==> src/rtl/bsgc_pkg.sv <==
package bsgc_pkg;

    localparam int NUM_AGENTS = 5;
    localparam int AGENT_W    = $clog2(NUM_AGENTS);
    localparam int CLAIM_W    = NUM_AGENTS * NUM_AGENTS;
    localparam int IDX_FIELD_W   = 3;
    localparam int AVAIL_FIELD_W = 5;
    localparam int STATUS_W      = 2;
    localparam int S_TDATA_W = ((2 * IDX_FIELD_W + 7) / 8) * 8;
    localparam int M_TDATA_W = ((STATUS_W + AVAIL_FIELD_W + 7) / 8) * 8;

    typedef logic [NUM_AGENTS-1:0] row_t;
    typedef row_t [NUM_AGENTS-1:0] matrix_t;
    typedef logic [AGENT_W-1:0]    agent_idx_t;

    typedef enum logic {
        OP_ACQUIRE = 1'b0,
        OP_RELEASE = 1'b1
    } opcode_t;

    typedef enum logic [STATUS_W-1:0] {
        STAT_GRANTED  = 2'd0,
        STAT_BUSY     = 2'd1,
        STAT_UNSAFE   = 2'd2,
        STAT_RELEASED = 2'd3
    } status_t;

    // start/ack handshake toward the safety checker
    typedef struct packed {
        logic       start;
        logic       ack;
        agent_idx_t proc_idx;
        agent_idx_t res_idx;
    } chk_ctrl_t;

    typedef struct packed {
        logic done;
        logic safe;
    } chk_stat_t;

    // ring claim: process p may hold resources p and p+1 (wrapping)
    function automatic matrix_t ring_claim();
        matrix_t m;
        m = '0;
        for (int p = 0; p < NUM_AGENTS; p++) begin
            m[p][p] = 1'b1;
            if (p == NUM_AGENTS - 1) begin
                m[p][0] = 1'b1;
            end else begin
                m[p][p+1] = 1'b1;
            end
        end
        return m;
    endfunction

    localparam matrix_t RESET_CLAIM = ring_claim();

endpackage

==> src/rtl/bsgc_safety_unit.sv <==
module bsgc_safety_unit (
    input  logic                aclk,
    input  logic                aresetn,
    input  bsgc_pkg::chk_ctrl_t ctrl,
    input  bsgc_pkg::matrix_t   need_in,
    input  bsgc_pkg::row_t      avail_in,
    input  bsgc_pkg::matrix_t   claim_in,
    output bsgc_pkg::chk_stat_t stat
);

    typedef enum logic [2:0] {
        CK_IDLE = 3'b001,
        CK_RUN  = 3'b010,
        CK_DONE = 3'b100
    } ck_state_t;

    ck_state_t         ck_state_reg, ck_state_next;
    bsgc_pkg::matrix_t need_reg;
    bsgc_pkg::row_t    avail_reg, avail_next;
    bsgc_pkg::row_t    done_reg, done_next;
    logic              safe_reg, safe_next;

    bsgc_pkg::row_t    fit;
    bsgc_pkg::row_t    pick;
    logic              found;

    bsgc_pkg::matrix_t trial_need;
    bsgc_pkg::row_t    trial_avail;

    // tentative grant applied to the incoming state
    always_comb begin
        trial_need                            = need_in;
        trial_need[ctrl.proc_idx][ctrl.res_idx] = 1'b0;
        trial_avail                           = avail_in;
        trial_avail[ctrl.res_idx]             = 1'b0;
    end

    // shared fit compare: all rows at once, lowest unfinished fitting row wins
    always_comb begin
        found      = 1'b0;
        pick       = '0;
        avail_next = avail_reg;
        for (int i = 0; i < bsgc_pkg::NUM_AGENTS; i++) begin
            fit[i] = !done_reg[i] && ((need_reg[i] & ~avail_reg) == '0);
            if (fit[i] && !found) begin
                found      = 1'b1;
                pick[i]    = 1'b1;
                avail_next = avail_reg | claim_in[i];
            end
        end
        done_next = done_reg | pick;
    end

    always_comb begin
        ck_state_next = ck_state_reg;
        safe_next     = safe_reg;
        unique case (ck_state_reg)
            CK_IDLE: begin
                if (ctrl.start) begin
                    ck_state_next = CK_RUN;
                end
            end
            CK_RUN: begin
                if (!found) begin
                    safe_next     = 1'b0;
                    ck_state_next = CK_DONE;
                end else if (&done_next) begin
                    safe_next     = 1'b1;
                    ck_state_next = CK_DONE;
                end
            end
            CK_DONE: begin
                if (ctrl.ack) begin
                    ck_state_next = CK_IDLE;
                end
            end
            default: ck_state_next = CK_IDLE;
        endcase
    end

    always_ff @(posedge aclk) begin
        if (!aresetn) begin
            ck_state_reg <= CK_IDLE;
            safe_reg     <= 1'b0;
        end else begin
            ck_state_reg <= ck_state_next;
            safe_reg     <= safe_next;
        end
    end

    // working copies: tentative grant applied on load
    always_ff @(posedge aclk) begin
        if (ck_state_reg == CK_IDLE && ctrl.start) begin
            need_reg  <= trial_need;
            avail_reg <= trial_avail;
            done_reg  <= '0;
        end else if (ck_state_reg == CK_RUN) begin
            avail_reg <= avail_next;
            done_reg  <= done_next;
        end
    end

    assign stat.done = (ck_state_reg == CK_DONE);
    assign stat.safe = safe_reg;

endmodule

==> config.mk <==
export PLATFORM = sky130hd
export DESIGN_NAME = bsgc_safety_unit
export DESIGN_NICKNAME = d
export VERILOG_FILES = /design/src/rtl/bsgc_pkg.sv /design/src/rtl/bsgc_safety_unit.sv
export SDC_FILE = /design/constraint.sdc
export NUM_CORES = 1
export LEC_CHECK = 0
export BUFFER_PORTS_ARGS = -buffer_cell sky130_fd_sc_hd__buf_4
export CAP_MARGIN = 25
export CELL_PAD_IN_SITES_DETAIL_PLACEMENT = 1
export CELL_PAD_IN_SITES_GLOBAL_PLACEMENT = 2
export CORE_MARGIN = 10
export CORE_UTILIZATION = 30
export DETAILED_ROUTE_END_ITERATION = 8
export HOLD_SLACK_MARGIN = 0.08
export PLACE_DENSITY_LB_ADDON = 0.1
export SLEW_MARGIN = 10
export SYNTH_ARGS = -nofsm -noshare
export SYNTH_HDL_FRONTEND = slang
export SYNTH_SLANG_ARGS = --single-unit
==> constraint.sdc <==
create_clock -name aclk -period 3.55 [get_ports aclk]
set_clock_uncertainty 0.15 [all_clocks]
set_input_delay 0.355 -clock aclk [delete_from_list [all_inputs] [get_ports aclk]]
set_output_delay 0.355 -clock aclk [all_outputs]
set_load 0.01 [all_outputs]
# After elaboration in Yosys (flattened, before gate mapping)
# Cells that the tools add are included.
# word_totals
regBits	39
in_bits	65
out_inout_bits	2
wordCells	95
# op_classes
n_lt_le_gt_ge	4
eq_ne	7
muxes	27
bitwise	16
n_reduce_logical	32
# op_table
op	n
two-way mux 5 bit	8
AND 5 bit	6
bitwise OR 5 bit	6
AND 25 bit	1
logical NOT 5 bit	5
NOT 25 bit	1
demux 5 bit (select 3 bit)	1
logical AND 1 bit	12
two-way mux 1 bit	12
two-way mux 3 bit	4
NOT 5 bit	2
logical NOT 1 bit	9
one-hot mux 3 bit (3 select lines)	1
less-than comparator 3 x 4 -> 1 bit, second input constant	2
>= comparator 3 x 1 -> 1 bit, second input constant	2
nonzero test 6 bit	1
AND reduction 5 bit	1
!= test 2 bit, second input constant	2
AND reduction 2 bit	2
demux 1 bit (select 3 bit)	1
equality test 3 x 1 -> 1 bit, second input constant	1
equality test 3 x 2 -> 1 bit, second input constant	1
equality test 3 bit, second input constant	1
!= test 3 bit, second input constant	1
3 further kinds	3

# Longest topological paths before layout
# Gate-level depths: netlist of the first run.
# depth
ltp_word	22
depth_mapped	8
ltp_nobuf	7

# Worst setup path before layout of the first run
# Ideal clock, no wire load.
# synth_path
kind	reg-to-reg
startpoint	reg avail_reg[3]
endpoint	reg avail_reg[3] (data pin)
setup_time_ns	0.259
arrival_ns	1.733
required_time_ns	3.141
setup_slack_ns	1.408
stages_incl_launch_ff	8
path_buffers	0
period_less_slack_ns	2.142
path_cell_list	edfxtp_1 inv_2 a222oi_1 nand2_1 o21bai_2 mux2i_1 a22oi_1 o31a_1
# synth_between
elab_chain_cells	19
elab_cells_between_ends	40
cone_classes	mux: 11; bitwise: 11; reduce/logical: 18
# synth_lines
item	line_no	source
start: declaration	bsgc_safety_unit.sv:19	bsgc_pkg::row_t avail_reg, avail_next;
start signal: assignment	bsgc_safety_unit.sv:95	avail_reg <= trial_avail;
start signal: assignment	bsgc_safety_unit.sv:98	avail_reg <= avail_next;
NOT 5 bit	bsgc_safety_unit.sv:44	fit[i] = !done_reg[i] && ((need_reg[i] & ~avail_reg) == '0);
AND 5 bit	bsgc_safety_unit.sv:44	
logical NOT 5 bit	bsgc_safety_unit.sv:44	
logical AND 1 bit	bsgc_safety_unit.sv:44	
two-way mux 1 bit	bsgc_safety_unit.sv:45	if (fit[i] && !found) begin
logical NOT 1 bit	bsgc_safety_unit.sv:45	
logical AND 1 bit	bsgc_safety_unit.sv:45	
two-way mux 1 bit	bsgc_safety_unit.sv:45	
[... 3 more ...]	n/a	
logical NOT 1 bit	bsgc_safety_unit.sv:45	
logical AND 1 bit	bsgc_safety_unit.sv:45	
two-way mux 1 bit	bsgc_safety_unit.sv:45	
logical NOT 1 bit	bsgc_safety_unit.sv:45	
logical AND 1 bit	bsgc_safety_unit.sv:45	
two-way mux 5 bit *	bsgc_safety_unit.sv:45	
two-way mux 5 bit *	bsgc_safety_unit.sv:97	end else if (ck_state_reg == CK_RUN) begin
two-way mux 5 bit *	bsgc_safety_unit.sv:93	if (ck_state_reg == CK_IDLE && ctrl.start) begin
# Every way passes the cells marked *; elsewhere a longest branch is shown, timed or not. The select of a mux whose other input is x is not followed.
# A chain may end at the register's enable or synchronous reset.

# Worst setup path after layout of the first run
# layout_path
startpoint	reg avail_reg[4]
endpoint	reg avail_reg[3] (data pin)
# layout_between
elab_chain_cells	19
elab_cells_between_ends	34
cone_classes	mux: 10; bitwise: 6; reduce/logical: 18
# layout_lines
item	line_no
NOT 5 bit *	bsgc_safety_unit.sv:44
AND 5 bit	bsgc_safety_unit.sv:44
logical NOT 5 bit	bsgc_safety_unit.sv:44
logical AND 1 bit	bsgc_safety_unit.sv:44
two-way mux 1 bit	bsgc_safety_unit.sv:45
logical NOT 1 bit	bsgc_safety_unit.sv:45
logical AND 1 bit	bsgc_safety_unit.sv:45
two-way mux 1 bit	bsgc_safety_unit.sv:45
[... 3 more ...]	n/a
logical NOT 1 bit	bsgc_safety_unit.sv:45
logical AND 1 bit	bsgc_safety_unit.sv:45
two-way mux 1 bit	bsgc_safety_unit.sv:45
logical NOT 1 bit	bsgc_safety_unit.sv:45
logical AND 1 bit	bsgc_safety_unit.sv:45
two-way mux 5 bit *	bsgc_safety_unit.sv:45
two-way mux 5 bit *	bsgc_safety_unit.sv:97
two-way mux 5 bit *	bsgc_safety_unit.sv:93
# Marks and branches as above.

==> PnR_summary.wiki, run 1 <==
{| class="wikitable"
! Metric !! Value
|-
| Final worst path period share || between 60% and 70%
|-
| Top-count cell post-synth || sky130_fd_sc_hd__edfxtp_1
|-
| Total die area || approximately 11000 sq um
|-
| Crit-path slowest cell || sky130_fd_sc_hd__o21bai_2
|-
| Number of distinct standard cells referenced by the synthesized netlist || 39
|-
| # diodes || 0
|-
| Post-synthesis cell type with the largest combined area || sky130_fd_sc_hd__edfxtp_1
|-
| Sequential cell fraction of total power || 48.4%
|-
| Wirelength per Cell || ~17 um
|-
| Hold path start || aresetn
|-
| Worst min path class || primary input to flip-flop
|-
| Largest cells by area after synthesis || sky130_fd_sc_hd__edfxtp_1, sky130_fd_sc_hd__dfxtp_1, sky130_fd_sc_hd__a21boi_0, sky130_fd_sc_hd__a22oi_1, sky130_fd_sc_hd__a21oi_1
|-
| Number of clock sinks || 39
|-
| Critical Path Source Type || flip-flop
|-
| Switching power || between 300 and 400 uW
|-
| Summed instance area of the synthesized netlist || roughly 2100 sq um
|-
| Maximum achievable frequency || between 400 and 500 MHz
|-
| Leakage power || approximately 0.0011 uW
|-
| Peak per-stage delay on the critical path || 410 ps
|-
| Maximum ir drop on the vdd rail || approximately 0.00013 V
|-
| Max FFs per register || 25
|-
| Max Root-Sink Buffers || 2
|-
| Portion of total power attributed to combinational logic || roughly a quarter
|-
| Latest clock arrival within the worst-skew pair || roughly 300 ps
|-
| Overall routed net length || 6.24 mm
|-
| Setup-failing EPs final || 0
|-
| Critical Path End Type || flip-flop
|-
| Layout area overhead || 33.0%
|-
| Ys Warns || 0
|-
| Core region area || about 6800 sq um
|-
| Outcome || complete, no violations
|-
| Unrepaired setup endpoints after global routing || false
|-
| Int Power || 801 uW
|-
| DRC violations left || 0
|-
| Via count of the first global-routing pass || about 2k
|-
| Post-CTS setup-driven buffer insertion count || 0
|-
| CTS tree || yes
|-
| Post-synth top cells || sky130_fd_sc_hd__edfxtp_1, sky130_fd_sc_hd__a21boi_0, sky130_fd_sc_hd__nor2_1, sky130_fd_sc_hd__a21oi_1, sky130_fd_sc_hd__a22oi_1
|-
| Slack of the worst reg-to-reg path || roughly 1100 ps
|-
| GRT Residual Overflow || 0
|-
| Number of H-tree levels || 2
|-
| Sw Ratio || approximately 30%
|-
| Mux cell area share after synthesis || approximately 2.9%
|-
| Share of cells above drive strength 1 || 29.5%
|-
| Count of flip-flops with a built-in enable after synthesis || 30
|-
| Die Ht || approximately 100 um
|-
| Power density over the cells || between 400 and 500 nW/um^2
|-
| Fraction of synthesis flops using an asynchronous set or reset pin || 0%
|-
| Share of the synthesized area in the top cell type || about 43%
|-
| Final Total Pwr || roughly 1100 uW
|-
| Clk root buf || sky130_fd_sc_hd__clkbuf_8
|-
| Post-Synth Simple-Gate Area || 13.1%
|-
| Routability Congestion || around 0.74
|-
| Global-route wire length before repair || 10.1 mm
|-
| Largest family of logic cells by synthesized area || compound AO/OA/AOI/OAI gates
|-
| Hold Buf Count CTS || 0
|-
| Post-detailed-route via-to-cell ratio || roughly 5
|-
| Synth Flop Type || sky130_fd_sc_hd__edfxtp_1
|-
| Number of synthesized register bits || 39
|-
| Measured slew at the worst slew-check pin || between 900 and 1000 ps
|-
| Clock slew at the register clock pins of the worst setup and hold paths || about 90 ps
|-
| Pin count of the biggest net entering global routing || 27
|-
| Violation count after the first detailed-route iteration || 63
|-
| Antenna violations before repair || 0
|-
| Slew margin rel. || between 30% and 40%
|-
| Number of gates resized after CTS || 0
|-
| Detailed Place HPWL || between 5 and 6 mm
|-
| Cell depth of the worst flop-to-flop path || 7
|-
| Starting utilization of the core area || 30.8%
|-
| Clock buffers created by TritonCTS || 5
|-
| Arrival @ worst endpoint || ~2400 ps
|-
| Worst path required time || ~3500 ps
|-
| Final critical-path required period || around 2500 ps
|-
| Origin of the critical flop-to-flop path || avail_reg[4]
|-
| Destination of the worst hold path || ck_state_reg[0]
|-
| Hold path depth || 2
|-
| Max Cap Viol || 0
|-
| Compound-Gate Fraction of Synth Area || approximately 29%
|-
| Overall via count from detail_route || roughly 1.8k
|-
| Summed negative setup slack over all endpoints || 0 ps
|-
| Critical-path cell list || inv_1, a222oi_1, nand2_1, o21bai_2, mux2i_1, a22oi_1, o31a_1
|-
| Number of top-level pins || 67
|-
| Average cell area after synthesis || 10.6 sq um
|-
| Mapped Cells || 197
|-
| GR Util All Layers || between 10% and 20%
|-
| Crit Reg-Reg Endpoint || avail_reg[3]
|-
| Port-buffer cells || 66
|-
| Adder-cell area share of the yosys netlist || 0%
|-
| Post-synthesis share of cell area spent on xor and xnor gates || 0%
|-
| Critical path class || flip-flop to flip-flop
|-
| Die boundary width || between 100 and 150 um
|-
| Net count after synthesis || between 200 and 300
|-
| Slew Viols, Final || 0
|-
| Drt first pass iters || 5
|-
| Final net count || around 330
|-
| Sequential-to-total area share from yosys stat || between 50 and 60%
|-
| Number of placement rows || 30
|-
| Biggest fanout along the worst timing path || 7
|-
| Number of endpoints with negative hold slack in the final report || 0
|-
| Part of the total power dissipated in the clock network || 27.9%
|-
| Detail Route Antenna Nets || 0
|}
-- power groups by stage --
stage	combinational (uW)	sequential, uW	clock, uW
after detailed placement	273	562	0
final	271	551	318
after CTS	274	552	324
after global placement	271	562	0
after global routing	303	556	345
after floorplan	173	553	0
-- layer usage --
metal  vias to the layer above  GRT usage (%)  share of wire (%)
li1                        905              -                  -
met1                       829           15.3                 46
met2                        54           19.0                 45
met3                         9           4.52                7.0
met4                         0           3.64                1.5
met5                         -              0                  0
-- final cells by class --
class | count | area (sq um)
inverters | 11 | 41.3
clock buffers | 5 | 68.8
flip-flops and latches | 39 | 1080
clock inverters | 3 | 23.8
multi-input cells | 143 | 942
well taps | 96 | 120
fillers | 784 | 4010
repair buffers | 67 | 503
-- per-stage QoR --
stage	setup slack [ps]	cells	util [%]	hold WS, ps	cell area [sq um]
floorplan	1410	197	-	267	2090
global placement	1060	356	39.6	302	2690
detailed placement	1050	356	39.6	313	2690
CTS	1040	364	40.9	92.2	2780
global route	822	364	40.9	110	2780
finish	1070	364	40.9	97.4	2780
-- placed cells by master (no fill, tap or decap), drive strengths merged, types with 2 or more instances in the layout --
| cell | netlist | final |
|---|---|---|
| edfxtp | 30 | 30 |
| a21oi | 13 | 13 |
| inv | 11 | 12 |
| clkinvlp | 0 | 2 |
| a21boi | 20 | 20 |
| nand2b | 5 | 5 |
| dfxtp | 9 | 9 |
| o2111ai | 2 | 2 |
| buf | 2 | 67 |
| nor3b | 6 | 6 |
| a22oi | 12 | 12 |
| clkbuf | 2 | 5 |
| a221o | 2 | 2 |
| a21o | 2 | 2 |
| nand2 | 10 | 10 |
| a31oi | 7 | 7 |
| nor3 | 3 | 3 |
| o21ai | 3 | 3 |
| nor2 | 16 | 16 |
| o21a | 7 | 7 |
| o22ai | 5 | 5 |
| and2 | 3 | 3 |
| or3 | 2 | 2 |
| nand3b | 3 | 3 |
| nand3 | 3 | 3 |
| o31a | 5 | 5 |
| mux2i | 5 | 5 |
-- worst max path at each step --
stage	startpoint	to	slack, ps	cells past startpoint
final	avail_reg[4]	avail_reg[3]	1070	7
after global routing	avail_reg[4]	avail_reg[3]	820	7
after CTS	ck_state_reg[0]	ck_state_reg[1]	1040	5
after detailed placement	ck_state_reg[0]	ck_state_reg[1]	1050	5
after global placement	avail_reg[4]	avail_reg[3]	1060	7
after floorplan	avail_reg[3]	avail_reg[3]	1410	7
-- cells by family (layout without fill, tap and decap cells) --
family / count (synthesis) / after routing
simple gates: 53 / 53
mux: 6 / 6
compound gates: 84 / 84
buf+inv: 15 / 86
flops: 39 / 39
-- worst max-delay path, delay by kind of cell (launching register included) --
family / cells / cell delay (ps)
AOI/OAI and AO/OA: 4 / 1130
DFF: 1 / 390
muxes: 1 / 240
and+or+nand+nor: 1 / 200
buffers and inverters: 1 / 120
(Power assumes the default switching activity.)
==> run 2, diff against run 1 <==
==> constraint.sdc (replaced) <==
create_clock -name aclk -period 2.5 [get_ports aclk]
set_clock_uncertainty 0.15 [all_clocks]
set_input_delay 0.25 -clock aclk [delete_from_list [all_inputs] [get_ports aclk]]
set_output_delay 0.25 -clock aclk [all_outputs]
set_load 0.01 [all_outputs]
==> PnR_summary.wiki, run 2 (synthesis results as in run 1) <==
{| class="wikitable"
! Metric !! Value
|-
| Starting utilization of the core area || 30.8%
|-
| Summed negative setup slack over all endpoints || 0 ps
|-
| Wirelength per Cell || 16.9 um
|-
| Leakage power || ~0.0012 uW
|-
| Final critical-path required period || around 2300 ps
|-
| Max Root-Sink Buffers || 2
|-
| Slew margin rel. || between 60% and 70%
|-
| Clk root buf || sky130_fd_sc_hd__clkbuf_8
|-
| Critical Path Source Type || flip-flop
|-
| Critical-path cell list || inv_2, a222oi_1, nand2_1, o21bai_4, mux2i_1, a22oi_1, o31a_1
|-
| CTS tree || yes
|-
| Cell depth of the worst flop-to-flop path || 7
|-
| Antenna violations before repair || 0
|-
| Number of endpoints with negative hold slack in the final report || 0
|-
| Worst min path class || primary input to flip-flop
|-
| Number of clock sinks || 39
|-
| GRT Residual Overflow || 0
|-
| Latest clock arrival within the worst-skew pair || between 200 and 300 ps
|-
| Arrival @ worst endpoint || approximately 2200 ps
|-
| Crit-path slowest cell || sky130_fd_sc_hd__edfxtp_1
|-
| Share of cells above drive strength 1 || 31.3%
|-
| Detail Route Antenna Nets || 0
|-
| Layout area overhead || 39.0%
|-
| Max FFs per register || 25
|-
| Drt first pass iters || 4
|-
| Total die area || between 10000 and 15000 sq um
|-
| Port-buffer cells || 66
|-
| Unrepaired setup endpoints after global routing || false
|-
| Most common library cell in the layout ignoring fill and taps || sky130_fd_sc_hd__buf_4
|-
| Critical Path End Type || flip-flop
|-
| Clock slew at the register clock pins of the worst setup and hold paths || approximately 80 ps
|-
| GR Util All Layers || approximately 13%
|-
| Filler cell count || between 700 and 800
|-
| Slew Viols, Final || 0
|-
| Measured slew at the worst slew-check pin || roughly 550 ps
|-
| DRC violations left || 0
|-
| Setup-failing EPs final || 0
|-
| # diodes || 0
|-
| Total area of multi-input combinational cells || approximately 960 sq um
|-
| Biggest fanout along the worst timing path || 7
|-
| Detailed Place HPWL || about 5.3 mm
|-
| Die boundary width || ~100 um
|-
| Max Cap Viol || 0
|-
| Overall routed net length || approximately 6.3 mm
|-
| Die Ht || between 100 and 150 um
|-
| Number of H-tree levels || 2
|-
| Overall via count from detail_route || about 1.8k
|-
| Routability Congestion || ~0.72
|-
| Footprint of the flip-flops and latches || 1080 sq um
|-
| Worst path required time || around 2400 ps
|-
| Power density over the cells || around 600 nW/um^2
|-
| Global-route wire length before repair || 10.6 mm
|-
| Post-CTS setup-driven buffer insertion count || 0
|-
| Utilization after layout || ~43%
|-
| Origin of the critical flop-to-flop path || avail_reg[3]
|-
| Clock buffers created by TritonCTS || 5
|-
| Most frequent cells in the layout || sky130_fd_sc_hd__buf_4, sky130_fd_sc_hd__edfxtp_1, sky130_fd_sc_hd__a21boi_0
|-
| Slack of the worst reg-to-reg path || around 240 ps
|-
| Final net count || approximately 340
|-
| Core region area || ~6800 sq um
|-
| Critical Path End || avail_reg[4]
|-
| Critical path class || flip-flop to flip-flop
|-
| Maximum achievable frequency || about 440 MHz
|-
| Number of placement rows || 30
|-
| Maximum ir drop on the vdd rail || 0.000224 V
|-
| Post-detailed-route via-to-cell ratio || ~4.9
|-
| Peak per-stage delay on the critical path || between 300 and 400 ps
|-
| Origin of the worst setup path || avail_reg[3]
|-
| Crit Reg-Reg Endpoint || avail_reg[4]
|-
| Via count of the first global-routing pass || 2065
|-
| Violation count after the first detailed-route iteration || 47
|-
| Placed Instances || 364
|-
| Number of top-level pins || 67
|-
| Pin count of the biggest net entering global routing || 26
|-
| Post-route non-filler standard cell count || approximately 370
|-
| Outcome || complete, no violations
|-
| Final worst path period share || between 90 and 100%
|}
run 2: report_power, final:
| group | internal [uW] | switching (uW) | total (uW) |
|---|---|---|---|
| Clock | 298 | 229 | 526 |
| Combinational | 210 | 215 | 425 |
| Sequential | 757 | 23.5 | 780 |
| Total | 1260 | 467 | 1730 |
run 2: critical path: cells and delay by family, from the launching register on:
family | cells | cell delay (ps)
AOI/OAI and AO/OA | 4 | 970
DFF | 1 | 390
muxes | 1 | 240
and+or+nand+nor | 1 | 210
buffers and inverters | 1 | 60
run 2: worst min-delay path by stage:
| stage | cells past startpoint | slack, ps | startpoint | end |
|---|---|---|---|---|
| after floorplan | 1 | 160 | aresetn | ck_state_reg[0] |
| after global placement | 2 | 300 | safe_reg | safe_reg |
| after detailed placement | 2 | 310 | aresetn | ck_state_reg[0] |
| after CTS | 2 | 90 | need_in[19] | need_reg[19] |
| after global routing | 2 | 90 | need_in[15] | need_reg[15] |
| final | 2 | 90 | need_in[19] | need_reg[19] |
run 2: per-layer routing:
metal,track usage (%),vias to the layer above,share of wire (%)
met5,0,-,0
met3,3.99,6,6.9
met1,16.2,864,45
met2,20.4,53,48
li1,-,921,-
met4,2.67,0,0.76
run 2: layout make-up:
cell class                      instances  share of cell area [%]
Sequential cell                        39                    37.2
Multi-Input combinational cell        143                    32.9
Timing Repair Buffer                   77                    20.5
Tap cell                               96                    4.13
Clock buffer                            5                    2.37
Clock inverter                          3                    1.46
Inverter                               11                    1.42
run 2: through the flow:
step	hold WS [ps]	area (sq um)	setup slack [ps]	total power [uW]
6_report	91.9	2910	245	1730
5_1_grt	88.0	2910	19.5	1830
4_1_cts	87.5	2890	154	1740
3_5_place_dp	312	2760	155	1220
3_3_place_gp	304	2760	208	1210
2_1_floorplan	162	2090	358	1030
run 2: timing repair:
item,4_1_cts,5_1_grt
hold buffers,2,0
hold endpoints to repair,2,0
resized for setup,0,2
endpoints found under the setup margin,0,10
==> run 3, diff against run 2 <==
--- a/config.mk
+++ b/config.mk
@@ -7,13 +7,10 @@
 export LEC_CHECK = 0
 export BUFFER_PORTS_ARGS = -buffer_cell sky130_fd_sc_hd__buf_4
 export CAP_MARGIN = 25
-export CELL_PAD_IN_SITES_DETAIL_PLACEMENT = 1
-export CELL_PAD_IN_SITES_GLOBAL_PLACEMENT = 2
 export CORE_MARGIN = 10
 export CORE_UTILIZATION = 30
 export DETAILED_ROUTE_END_ITERATION = 8
 export HOLD_SLACK_MARGIN = 0.08
-export PLACE_DENSITY_LB_ADDON = 0.1
 export SLEW_MARGIN = 10
 export SYNTH_ARGS = -nofsm -noshare
 export SYNTH_HDL_FRONTEND = slang
==> PnR_summary.wiki, run 3 (synthesis results as in run 1) <==
{| class="wikitable"
! Metric !! Value
|-
| GR Util All Layers || about 11%
|-
| Number of top-level pins || 67
|-
| Overall via count from detail_route || 1816
|-
| Post-detailed-placement cell area || between 2000 and 3000 sq um
|-
| Drt first pass iters || 4
|-
| Worst path required time || ~2300 ps
|-
| Critical Path Source Type || flip-flop
|-
| Arrival @ worst endpoint || about 2100 ps
|-
| Max Cap Viol || 0
|-
| Final critical-path required period || 2280 ps
|-
| Wirelength per Cell || between 15 and 20 um
|-
| Most common library cell in the layout ignoring fill and taps || sky130_fd_sc_hd__buf_4
|-
| Post-CTS setup-driven buffer insertion count || 0
|-
| Final worst path period share || about nine tenths
|-
| Summed negative setup slack over all endpoints || 0 ps
|-
| Most frequent cell on the critical path || sky130_fd_sc_hd__nand2_1
|-
| Starting utilization of the core area || a little over 30%
|-
| Worst min path class || primary input to flip-flop
|-
| Layout area overhead || 35.9%
|-
| Overall routed net length || a little under 6 mm
|-
| Leakage power || between 0.001 and 0.0015 uW
|-
| Final net count || approximately 340
|-
| Filler cell count || roughly 670
|-
| Slack of the worst reg-to-reg path || about 220 ps
|-
| Share of cells above drive strength 1 || 30.4%
|-
| Clk root buf || sky130_fd_sc_hd__clkbuf_8
|-
| # diodes || 0
|-
| Biggest fanout along the worst timing path || 5
|-
| Measured slew at the worst slew-check pin || 577 ps
|-
| Unrepaired setup endpoints after global routing || false
|-
| Non-Filler Cell Area, Final || between 2000 and 3000 sq um
|-
| Number of H-tree levels || 2
|-
| Number of endpoints with negative hold slack in the final report || 0
|-
| Maximum achievable frequency || between 400 and 500 MHz
|-
| Power density over the cells || around 560 nW/um^2
|-
| Critical-path cell list || inv_2, a222oi_1, nand2_1, o2111ai_2, nand2b_1, nand2_1, nand2_1
|-
| Die Ht || ~100 um
|-
| Global-route wire length before repair || between 9 and 10 mm
|-
| Detail Route Antenna Nets || 0
|-
| Via count of the first global-routing pass || slightly below 2k
|-
| Clock buffers created by TritonCTS || 5
|-
| Utilization after layout || about two fifths
|-
| Pin count of the biggest net entering global routing || 26
|-
| Antenna violations before repair || 0
|-
| CTS tree || yes
|-
| Setup-failing EPs final || 0
|-
| Die boundary width || approximately 100 um
|-
| Most frequent cells in the layout || sky130_fd_sc_hd__buf_4, sky130_fd_sc_hd__edfxtp_1, sky130_fd_sc_hd__a21boi_0
|-
| Routability Congestion || between 0.8 and 0.9
|-
| Maximum ir drop on the vdd rail || about 0.00017 V
|-
| Slew Viols, Final || 0
|-
| DRC violations left || 0
|-
| Port-buffer cells || 66
|-
| Critical Path End Type || flip-flop
|-
| Final-layout worst hold slack || between 90 and 100 ps
|-
| Crit-path slowest cell || sky130_fd_sc_hd__edfxtp_1
|-
| Number of clock sinks || 39
|-
| Latest clock arrival within the worst-skew pair || 290 ps
|-
| Clock slew at the register clock pins of the worst setup and hold paths || about 70 ps
|-
| Total die area || approximately 11000 sq um
|-
| Max Root-Sink Buffers || 2
|-
| GRT Residual Overflow || 0
|-
| Outcome || complete, no violations
|-
| Max FFs per register || 25
|-
| Detailed Place HPWL || roughly 4.8 mm
|-
| Number of placement rows || 30
|-
| Slew margin rel. || ~61%
|-
| Peak per-stage delay on the critical path || about 400 ps
|-
| Post-detailed-route via-to-cell ratio || between 4 and 5
|-
| Critical path class || flip-flop to flip-flop
|-
| Violation count after the first detailed-route iteration || 80
|-
| Core region area || 6790 sq um
|}
run 3: worst paths after layout:
path | start | endpoint | cells after the start
worst min register to register | safe_reg | safe_reg | 2
worst min-delay path | need_in[18] | need_reg[18] | 2
worst max-delay path | avail_reg[3] | avail_reg[0] | 7
worst max register to register | avail_reg[3] | avail_reg[0] | 7
run 3: layout make-up:
type,count,area [sq um],share of cell area [%]
Sequential cell,39,1080,38.0
Multi-Input combinational cell,143,960,33.8
Timing Repair Buffer,72,558,19.6
Tap cell,96,120,4.23
Clock buffer,7,76.3,2.69
Inverter,11,41.3,1.45
Clock inverter,1,5.00,0.176
run 3: per-stage QoR:
stage | std cells | worst slack (ps) | power, uW
after global placement | 359 | 181 | 1180
final | 369 | 221 | 1590
after CTS | 369 | 106 | 1590
after global routing | 369 | 21.6 | 1680
after detailed placement | 359 | 145 | 1190
after floorplan | 197 | 358 | 1030
run 3: repair_timing:
item | 4_1_cts | 5_1_grt
setup endpoints to repair | 0 | 10
hold buffers | 2 | 0
gates resized for setup | 0 | 4
hold endpoints to repair | 2 | 0
run 3: worst max-delay path: cells and delay by family, from the launching register on:
family / cells / cell delay, ps
and+or+nand+nor: 4 / 730
AOI/OAI and AO/OA: 2 / 610
DFF: 1 / 400
buffers and inverters: 1 / 80
run 3: per-layer routing:
metal	vias up	track usage [%]	wire (um)
li1	914	-	-
met1	840	14.2	2680
met2	60	17.5	2600
met3	2	4.32	472
met4	0	2.57	19
met5	-	0	0
run 3: power by group:
part / switching (uW) / leakage (uW) / total [uW] / internal (uW)
registers: 26.2 / 0.000356 / 783 / 757
logic: 205 / 0.000745 / 403 / 198
clock network: 207 / 0.0000422 / 403 / 196
total: 439 / 0.00114 / 1590 / 1150
